**src/rtl/kls_pkg.sv**
```systemverilog
// Package: shared types and constants for the k-th largest selector.
`default_nettype none
package kls_pkg;

  localparam int SAMPLE_W = 16;
  localparam int RANK_W = 5;
  localparam int MAX_ELEMENTS = 8;

  localparam logic signed [SAMPLE_W-1:0] MIN_S16 = 16'sh8000;
  localparam logic signed [SAMPLE_W-1:0] MAX_S16 = 16'sh7fff;

  typedef struct packed {
    logic signed [SAMPLE_W-1:0] sample;
    logic                       last;
    logic [RANK_W-1:0]          rank;
  } in_beat_t;

  typedef struct packed {
    logic signed [SAMPLE_W-1:0] ranked_value;
    logic                       rank_error;
  } out_beat_t;

endpackage
`default_nettype wire

```
**src/rtl/kls_ram.sv**
```systemverilog
// Generic single-write, single-read RAM with registered read data.
`default_nettype none
module kls_ram #(
  parameter int WIDTH = 16,
  parameter int DEPTH = 8
) (
  input  wire                      clk,
  input  wire                      wr_en,
  input  wire [$clog2(DEPTH)-1:0]  wr_addr,
  input  wire [WIDTH-1:0]          wr_data,
  input  wire                      rd_en,
  input  wire [$clog2(DEPTH)-1:0]  rd_addr,
  output logic [WIDTH-1:0]         rd_data
);

  logic [WIDTH-1:0] mem [DEPTH];

  always_ff @(posedge clk) begin
    if (wr_en) begin
      mem[wr_addr] <= wr_data;
    end
    if (rd_en) begin
      rd_data <= mem[rd_addr];
    end
  end

endmodule
`default_nettype wire

```
**src/rtl/kth_largest_select.sv**
```systemverilog
// Top level: rank-th largest of a streamed set, selected by extraction passes over a RAM.
// A beat with last=0 gives no result. A beat with last=1 gives its result after P+1
// passes, N the set size and P = min(rank, N-rank-1); each pass reads every entry.
// An error result (bad rank or overflow) skips the passes; input stalls from the last
// beat until its result enters the output register. Reset empties the set.
`default_nettype none
module kth_largest_select #(
  parameter int MAX_ELEMENTS = kls_pkg::MAX_ELEMENTS
) (
  input  wire                 clk,
  input  wire                 rst,
  input  wire                 in_valid,
  output logic                in_ready,
  input  kls_pkg::in_beat_t   in_data,
  output logic                out_valid,
  input  wire                 out_ready,
  output kls_pkg::out_beat_t  out_data
);

  localparam int IW = $clog2(MAX_ELEMENTS);
  localparam int CW = $clog2(MAX_ELEMENTS + 1);
  localparam int XW = (CW > kls_pkg::RANK_W) ? CW : kls_pkg::RANK_W;
  localparam int SW = kls_pkg::SAMPLE_W;

  typedef enum logic [2:0] {
    ST_IDLE   = 3'b001,
    ST_SCAN   = 3'b010,
    ST_FINISH = 3'b100
  } state_t;

  state_t               state;
  logic [CW-1:0]        count;
  logic                 overflow_seen;
  logic [MAX_ELEMENTS-1:0] taken;
  logic [IW-1:0]        scan_top;
  logic                 from_top;
  logic [XW-1:0]        passes_left;
  logic signed [SW-1:0] best;
  logic [IW-1:0]        best_idx;
  logic [IW-1:0]        issue_idx;
  logic                 issuing;
  logic                 rd_valid;
  logic [IW-1:0]        rd_idx;
  logic [SW-1:0]        rd_data;
  kls_pkg::out_beat_t   result;

  logic                 in_fire;
  logic                 full;
  logic [CW-1:0]        eff_count;
  logic                 set_error;
  logic                 start_top;
  logic [XW-1:0]        start_passes;
  logic signed [SW-1:0] rd_sample;
  logic                 cand;
  logic signed [SW-1:0] best_upd;
  logic [IW-1:0]        idx_upd;
  logic                 pass_end;

  assign in_ready  = (state == ST_IDLE);
  assign in_fire   = in_valid && in_ready;
  assign full      = (count == CW'(MAX_ELEMENTS));
  assign eff_count = full ? count : count + CW'(1);
  assign set_error = overflow_seen || full
                     || (XW'(in_data.rank) >= XW'(eff_count));
  assign start_top = XW'(in_data.rank) < XW'(eff_count >> 1);
  assign start_passes = start_top ? XW'(in_data.rank)
                                  : XW'(eff_count) - XW'(in_data.rank) - XW'(1);

  kls_ram #(
    .WIDTH (SW),
    .DEPTH (MAX_ELEMENTS)
  ) u_store (
    .clk     (clk),
    .wr_en   (in_fire && !full),
    .wr_addr (count[IW-1:0]),
    .wr_data (in_data.sample),
    .rd_en   (issuing),
    .rd_addr (issue_idx),
    .rd_data (rd_data)
  );

  // Compare the entry just read against the running extreme; lower index wins ties.
  always_comb begin
    rd_sample = rd_data;
    cand = rd_valid && !taken[rd_idx]
           && (from_top ? (rd_sample >= best) : (rd_sample <= best));
    best_upd = cand ? rd_sample : best;
    idx_upd  = cand ? rd_idx : best_idx;
    pass_end = rd_valid && (rd_idx == '0);
  end

  always_ff @(posedge clk) begin
    if (rst) begin
      state         <= ST_IDLE;
      count         <= '0;
      overflow_seen <= 1'b0;
      taken         <= '0;
      issuing       <= 1'b0;
      rd_valid      <= 1'b0;
      out_valid     <= 1'b0;
    end else begin
      rd_valid <= issuing;
      rd_idx   <= issue_idx;
      if (issuing) begin
        if (issue_idx == '0) begin
          issuing <= 1'b0;
        end else begin
          issue_idx <= issue_idx - IW'(1);
        end
      end

      if (out_valid && out_ready && (state != ST_FINISH)) begin
        out_valid <= 1'b0;
      end

      unique case (state)
        ST_IDLE: begin
          if (in_fire) begin
            if (in_data.last) begin
              count         <= '0;
              overflow_seen <= 1'b0;
              taken         <= '0;
              if (set_error) begin
                result.ranked_value <= '0;
                result.rank_error   <= 1'b1;
                state               <= ST_FINISH;
              end else begin
                scan_top    <= IW'(eff_count - CW'(1));
                issue_idx   <= IW'(eff_count - CW'(1));
                issuing     <= 1'b1;
                from_top    <= start_top;
                passes_left <= start_passes;
                best        <= start_top ? kls_pkg::MIN_S16 : kls_pkg::MAX_S16;
                best_idx    <= '0;
                state       <= ST_SCAN;
              end
            end else if (full) begin
              overflow_seen <= 1'b1;
            end else begin
              count <= count + CW'(1);
            end
          end
        end
        ST_SCAN: begin
          if (pass_end && (passes_left != '0)) begin
            // Drop the extreme of this pass and start the next pass.
            taken[idx_upd] <= 1'b1;
            passes_left    <= passes_left - XW'(1);
            best           <= from_top ? kls_pkg::MIN_S16 : kls_pkg::MAX_S16;
            best_idx       <= '0;
            issue_idx      <= scan_top;
            issuing        <= 1'b1;
          end else begin
            best     <= best_upd;
            best_idx <= idx_upd;
            if (pass_end) begin
              result.ranked_value <= best_upd;
              result.rank_error   <= 1'b0;
              taken               <= '0;
              state               <= ST_FINISH;
            end
          end
        end
        ST_FINISH: begin
          // Hold the result until the output register is free.
          if (!out_valid || out_ready) begin
            out_valid <= 1'b1;
            out_data  <= result;
            state     <= ST_IDLE;
          end
        end
        default: begin
          state <= ST_IDLE;
        end
      endcase
    end
  end

endmodule
`default_nettype wire
```
**config.mk**
```make
export PLATFORM = sky130hd
export DESIGN_NAME = kth_largest_select
export DESIGN_NICKNAME = d
export VERILOG_FILES = /design/src/rtl/kls_pkg.sv /design/src/rtl/kls_ram.sv /design/src/rtl/kth_largest_select.sv
export SDC_FILE = /design/constraint.sdc
export NUM_CORES = 1
export LEC_CHECK = 0
export ABC_AREA = 1
export CAP_MARGIN = 0
export CELL_PAD_IN_SITES_DETAIL_PLACEMENT = 1
export CELL_PAD_IN_SITES_GLOBAL_PLACEMENT = 1
export CORE_MARGIN = 2
export CORE_UTILIZATION = 52
export CTS_BUF_LIST = sky130_fd_sc_hd__clkbuf_8
export DETAILED_ROUTE_END_ITERATION = 6
export DONT_BUFFER_PORTS = 1
export GPL_TIMING_DRIVEN = 0
export PLACE_DENSITY_LB_ADDON = 0.25
export SLEW_MARGIN = 20
export SYNTH_ARGS = -nofsm -noshare
export SYNTH_HDL_FRONTEND = slang
export SYNTH_HIERARCHICAL = 1
export SYNTH_SLANG_ARGS = --single-unit
```
**constraint.sdc**
```tcl
create_clock -name clk -period 7.54 [get_ports clk]
set_input_delay 1.508 -clock clk [delete_from_list [all_inputs] [get_ports clk]]
set_output_delay 1.508 -clock clk [all_outputs]
set_load 0.05 [all_outputs]
```
Yosys cells after proc, flatten, opt, wreduce, memory -nomap -nowiden
Memory sizes are Yosys's and may differ from the RTL's. A register that Yosys moved wholly into a read port is not among the register bits.
Cells that the tools add are included.
Widths: inputs -> output; s select.
{ "op_classes": {"n_addsub": 6, "magnitude_cmp": 7, "eq_ne": 14, "muxes": 66, "bitwise_logic": 3, "reduce_logical": 29} }
{ "ops": {"columns": ["op", "count"], "rows": [
  ["$mux 16", 7],
  ["$mux 17", 5],
  ["$mux 3", 17],
  ["$pmux 17 s2", 1],
  ["$mux 8", 4],
  ["$pmux 16 s2", 1],
  ["$mux 5", 5],
  ["$ge 16x16->1", 1],
  ["$le 16x16->1", 1],
  ["$mux 1", 16],
  ["$pmux 8 s2", 1],
  ["$reduce_and 5->1", 3],
  ["$pmux 3 s2", 2],
  ["$ne 2x2->1 const B", 5],
  ["$pmux 5 s2", 1],
  ["$sub 5x1->5 const B", 2],
  ["$logic_and 1x1->1", 9],
  ["$pmux 3 s3", 1],
  ["$lt 3x4->1 const B", 2],
  ["$mux 4", 2],
  ["$or 8x8->8", 1],
  ["$reduce_and 7->1", 1],
  ["$logic_not 3->1", 2],
  ["$ne 2x1->1 const B", 3],
  ["other kinds (23)", 32]
]} }
{ "totals": {"register_bits": 87, "ram_bits": 128, "inputBits": 26, "out_inout_bits": 19, "elab_cells": 144, "n_memories": 1} }
{ "mem_list": {"columns": ["memory", "depth", "width", "read_ports", "rd_ports_with_merged_regs", "write_ports", "line", "source"], "rows": [
  ["u_store.mem", 8, 16, 1, 1, 1, "kls_ram.sv:16", "logic [WIDTH-1:0] mem [DEPTH];"]
]} }

Depth between registers and ports, before layout
{ "logic_depth": {"depth_word": 13, "ltp_mapped": 20, "depth_no_buf": 19} }

By module
The synthesis kept the hierarchy.
{ "modules_own_cells": {"columns": ["module", "instances", "cells_per_inst", "area_each_um2", "seq_area_each_um2"], "rows": [
  ["kls_ram", 1, 587, 6149.6, 4324.1],
  ["kth_largest_select", 1, 490, 4589.4, 2422.3]
]} }

Worst setup path after synthesis
Ideal clock, no wire load.
{ "synth_timing": {"path_type": "input to register", "from": "input port in_data[2] (netlist bit)", "to": "register best[0], enable pin", "setup_time_ns": 0.444, "t_arrival_ns": 4.399, "t_required_ns": 7.096, "path_slack_ns": 2.697, "cell_stages": 10, "path_buffers": 1, "path_cell_list": "inv_1 ha_1 clkbuf_1 a21oi_1 o21ai_0 nor3_1 nand2_1 nand2_1 inv_1 nor4_1"} }
{ "synth_via": {"elab_chain_len": 4} }
{ "synth_lines": {"columns": ["element", "line", "source"], "rows": [
  ["from (decl)", "kth_largest_select.sv:14", "input kls_pkg::in_beat_t in_data,"],
  ["$ge 5x4->1", "kth_largest_select.sv:64", "|| (XW'(in_data.rank) >= XW'(eff_count));"],
  ["$logic_or 1x1->1", "kth_largest_select.sv:64", null],
  ["$ne 2x2->1 (no source line)", null, null],
  ["$reduce_and 5->1 (no source line)", null, null],
  ["to (signal assigned)", "kth_largest_select.sv:133", "best <= start_top ? kls_pkg::MIN_S16 : kls_pkg::MAX_S16;"],
  ["to (signal assigned)", "kth_largest_select.sv:149", "best <= from_top ? kls_pkg::MIN_S16 : kls_pkg::MAX_S16;"],
  ["to (signal assigned)", "kth_largest_select.sv:154", "best <= best_upd;"],
  ["to (decl)", "kth_largest_select.sv:38", "logic signed [SW-1:0] best;"]
]} }
No other way between the ends.
A chain may end at the register's enable or synchronous reset.

Worst setup path after layout
{ "layout_timing": {"from": "register count[0]", "to": "register best[6], enable pin"} }
{ "layout_via": {"elab_chain_len": 6, "word_cells_on_any_way": 8, "cone_classes": "add/sub: 1; order compare: 1; eq/ne: 2; mux: 1; reduce/logical: 3"} }
{ "layout_lines": {"columns": ["element", "line", "source"], "rows": [
  ["from (decl)", "kth_largest_select.sv:32", "logic [CW-1:0] count;"],
  ["from (signal assigned)", "kth_largest_select.sv:140", "count <= count + CW'(1);"],
  ["$add 4x1->4 or $eq 4x4->1 (tied branches)", "kth_largest_select.sv:62, kth_largest_select.sv:61", null],
  ["$mux 4", null, null],
  ["$ge 5x4->1", "kth_largest_select.sv:64", null],
  ["$logic_or 1x1->1 *", "kth_largest_select.sv:64", null],
  ["$ne 2x2->1 (no source line) *", null, null],
  ["$reduce_and 5->1 (no source line) *", null, null]
]} }
Mark *: on every way between the ends. The rest lies on a longest branch, timed or not.

==> qor_table.md <==
| Result | This run | Unit |
| --- | --- | --- |
| Total clock buffers created by CTS | 39 | - |
| ANT cells | 0 | - |
| Count of antenna-violating nets left after detailed routing | 0 | - |
| Synth warnings | 6 | - |
| Routed wire per std cell | 18.8 | um |
| Post-cts repair resize count | 0 | - |
| Via count | 7489 | - |
| WP data required | 7.75 | ns |
| Unrepaired setup endpoints after global routing | false | - |
| Hold crit path type | flip-flop to flip-flop | - |
| Final critical-path required period | 3.83 | ns |
| Wire length of the first global-routing pass | 42.6 | mm |
| Die Wd | 148 | um |
| H-tree Lvls | 2 | - |
| Leakage power summed over all cells | 5.28 | nW |
| CTS tree | yes | - |
| Arrival time of the worst setup path | 4.04 | ns |
| Delay of the slowest cell on the worst path | 0.47 | ns |
| Buffer count from post-CTS setup fixing | 0 | - |
| Sequential fraction of the synthesis area | 62.8 | % |
| Post-route clock period utilization | 50.8 | % |
| Core area | 20200 | um2 |
| Worst ir drop on vdd | 164 | uV |
| Cell at the root of the clock tree | sky130_fd_sc_hd__clkbuf_8 | - |
| Antenna violations before repair | 0 | - |
| Setup ws final | 3.71 | ns |
| Clock input transition at the sequential cells of the worst setup and hold paths | 0.06 | ns |
| Via/cell ratio | 5.23 | - |
| Avg Synthesized Cell Area | 9.97 | um2 |
| Fmax achieved | 0.261 | GHz |
| Clock latency at the later pin of the worst-skew pair | 0.54 | ns |
| Sum of negative setup slack | 0 | ns |
| Initial cell density of the core | 53.1 | % |
| Total of max-cap violations | 0 | - |
| Final Cell Area | 12000 | um2 |
| EDFF count, synth | 212 | - |
| DP Wirelength | 18.8 | mm |
| Post-layout nets | 1191 | - |
| Number of register bits inferred by synthesis | 231 | - |
| Worst Max-Slew Pin Slew | 0.760 | ns |
| Floorplan die area | 21800 | um2 |
| Number of max-slew violations in the final report | 0 | - |
| Worst clock skew | 0.0229 | ns |
| Violation count after the first detailed-routing iteration | 415 | - |
| Max Root-Sink Buffers | 3 | - |
| Final weighted congestion of routability-driven global placement | 0.810 | - |
| Critical Path Fanout Max | 7 | - |
| Ports | 45 | - |
| Post-layout util | 59.2 | % |
| Row count | 52 | - |
| P&R area growth vs syn | 11.5 | % |
| Number of unique standard cell types used by synthesis | 43 | - |
| Final setup viols | 0 | - |
| P per Cell Area | 247 | nW/um2 |
| Placed cell areas | 11300 | um2 |
| Die height | 148 | um |
| Overall routing resource usage | 25.4 | % |
| Total gr overflow | 0 | - |
| Run status | finished, final reports clean | - |
| Worst rel slew slack | 49.2 | % |
| Routed Wire Length | 26.9 | mm |
| Setup CP Type | flip-flop to flip-flop | - |
| Hold violation count in the final report | 0 | - |
| Worst Setup Start Kind | flip-flop | - |
| Fraction of layout cells with a size suffix above 1 | 10.6 | % |
| Critical-path top delay cell | sky130_fd_sc_hd__o21ai_0 | - |
| CTS hold repair buffers | 0 | - |
| Port Buf Inserts | 0 | - |
| Final routed DRC violation total | 0 | - |
| Post-synth ARST share | 0 | % |
| Largest net degree at the start of global routing | 20 | - |
| CP Capture Type | flip-flop | - |
| Netlist area before placement | 10700 | um2 |
| Cell count after synthesis | 1077 | - |
| Number of sinks on the clock net | 231 | - |
| 1st-pass router iterations | 6 | - |
| Setup slack at placement | 3.51 | ns |
| Post-synth top flop | sky130_fd_sc_hd__edfxtp_1 | - |
| Post-synth net total | 1135 | - |
| Ordered cell list for the critical path | inv_1 -> ha_1 -> nand2_1 -> o21ai_0 -> inv_1 -> ha_1 -> clkbuf_1 -> a21oi_1 -> o21ai_0 -> nor3_1 -> nand2_1 -> nand2_1 -> inv_1 -> nor4_2 -> buf_2 -> buf_2 | - |
| Count of filler cells inserted in the layout | 2271 | - |
| Vias in the first global route | 8254 | - |
layout by cell type, fill, tap and decap left out, types with 3 or more instances in the layout:
master,n
sky130_fd_sc_hd__o21ai_0,37
sky130_fd_sc_hd__nor3_2,5
sky130_fd_sc_hd__buf_2,16
sky130_fd_sc_hd__a21oi_1,31
sky130_fd_sc_hd__clkbuf_1,6
sky130_fd_sc_hd__clkinv_1,7
sky130_fd_sc_hd__clkinv_2,3
sky130_fd_sc_hd__xnor2_1,4
sky130_fd_sc_hd__xor2_1,6
sky130_fd_sc_hd__nor2_2,12
sky130_fd_sc_hd__nand2_1,294
sky130_fd_sc_hd__buf_6,13
sky130_fd_sc_hd__clkbuf_8,41
sky130_fd_sc_hd__buf_4,8
sky130_fd_sc_hd__inv_1,226
sky130_fd_sc_hd__nand2_2,4
sky130_fd_sc_hd__inv_2,4
sky130_fd_sc_hd__edfxtp_1,212
sky130_fd_sc_hd__o221ai_1,3
sky130_fd_sc_hd__buf_8,4
sky130_fd_sc_hd__nor2_1,55
sky130_fd_sc_hd__o21ai_1,7
sky130_fd_sc_hd__nand3_1,79
sky130_fd_sc_hd__dfxtp_1,19
sky130_fd_sc_hd__a22oi_1,3
sky130_fd_sc_hd__nand4_1,3
sky130_fd_sc_hd__ha_1,31
flip-flops by register name, indices dropped and copies added (netlist names), 3 cells and up:
| name | cells |
|---|---|
| u_store/mem | 128 |
| issue_idx | 3 |
| scan_top | 3 |
| u_store/rd_data | 16 |
| best | 16 |
| best_idx | 3 |
| rd_idx | 3 |
| count | 4 |
| result | 17 |
| passes_left | 5 |
| state | 3 |
| out_data | 17 |
| taken | 8 |
critical path, delay by kind of cell (launching register included):
kind | cells | cell delay, ns
compound gates | 3 | 0.72
fa+ha+maj | 2 | 0.45
flops | 1 | 0.38
buf+inv | 6 | 1.08
simple gates | 5 | 0.89
per-layer routing:
layer  part of all wire, %  global-route usage (%)
met1                    41                    29.8
met2                    53                    46.7
met3                   3.9                    4.38
met4                   2.8                    9.62
met5                     0                       0
through the flow:
step,cells,hold slack (ns),total power [W]
after floorplan,1077,0.400,0.00179
after global placement,1347,0.400,0.00190
after detailed placement,1362,0.406,0.00194
after CTS,1431,0.416,0.00298
after global routing,1431,0.435,0.00307
final,1431,0.417,0.00296
kinds of logic after synthesis:
kind of cell,count (synthesis),synth area share (%)
flops,231,62.8
compound gates,94,4.94
fa+ha+maj,32,3.80
simple gates,462,18.0
xor+xnor,10,0.816
buf+inv,248,9.60
layout make-up:
type                            count  area, um2  share of cell area (%)
Buffer                             33        224                    1.87
Tap cell                          270        338                    2.82
Clock buffer                       41        564                    4.71
Inverter                          215        807                    6.74
Sequential cell                   231       6750                    56.3
Multi-Input combinational cell    598       3000                    25.1
Clock inverter                     28        144                    1.20
Timing Repair Buffer               15        149                    1.24
where the power goes:
| part | switching (W) | leakage [nW] | internal [W] |
|---|---|---|---|
| Clock | 0.000494 | 0.416 | 0.000538 |
| Sequential | 0.0000292 | 2.06 | 0.00147 |
| Combinational | 0.000301 | 2.80 | 0.000129 |
| Total | 0.000824 | 5.28 | 0.00213 |
cells in the mapped netlist (all sizes together), types with 2 or more instances:
cell / number / area, um2
o21ai: 45 / 229
dfxtp: 19 / 380
nand4: 3 / 18.8
edfxtp: 212 / 6370
ha: 31 / 388
a21oi: 33 / 173
o221ai: 3 / 26.3
or2: 2 / 12.5
nand2: 299 / 1140
nor4: 3 / 33.8
nor2: 68 / 273
xor2: 6 / 52.6
o211ai: 2 / 15.0
nor3: 7 / 45.0
xnor2: 4 / 35.0
a22oi: 3 / 22.5
buf: 27 / 201
nand3: 80 / 413
inv: 215 / 807
clkbuf: 6 / 22.5
worst paths after layout:
kind / slack (ns) / endpoint / from / cells past startpoint
setup reg to reg: 3.71 / best[6] / count[0] / 16
setup / recovery: 3.71 / best[6] / count[0] / 16
hold / removal: 0.42 / out_data[2] / result[2] / 0
hold reg to reg: 0.42 / out_data[2] / result[2] / 0
Note: power is estimated with default switching activity, not from simulation.
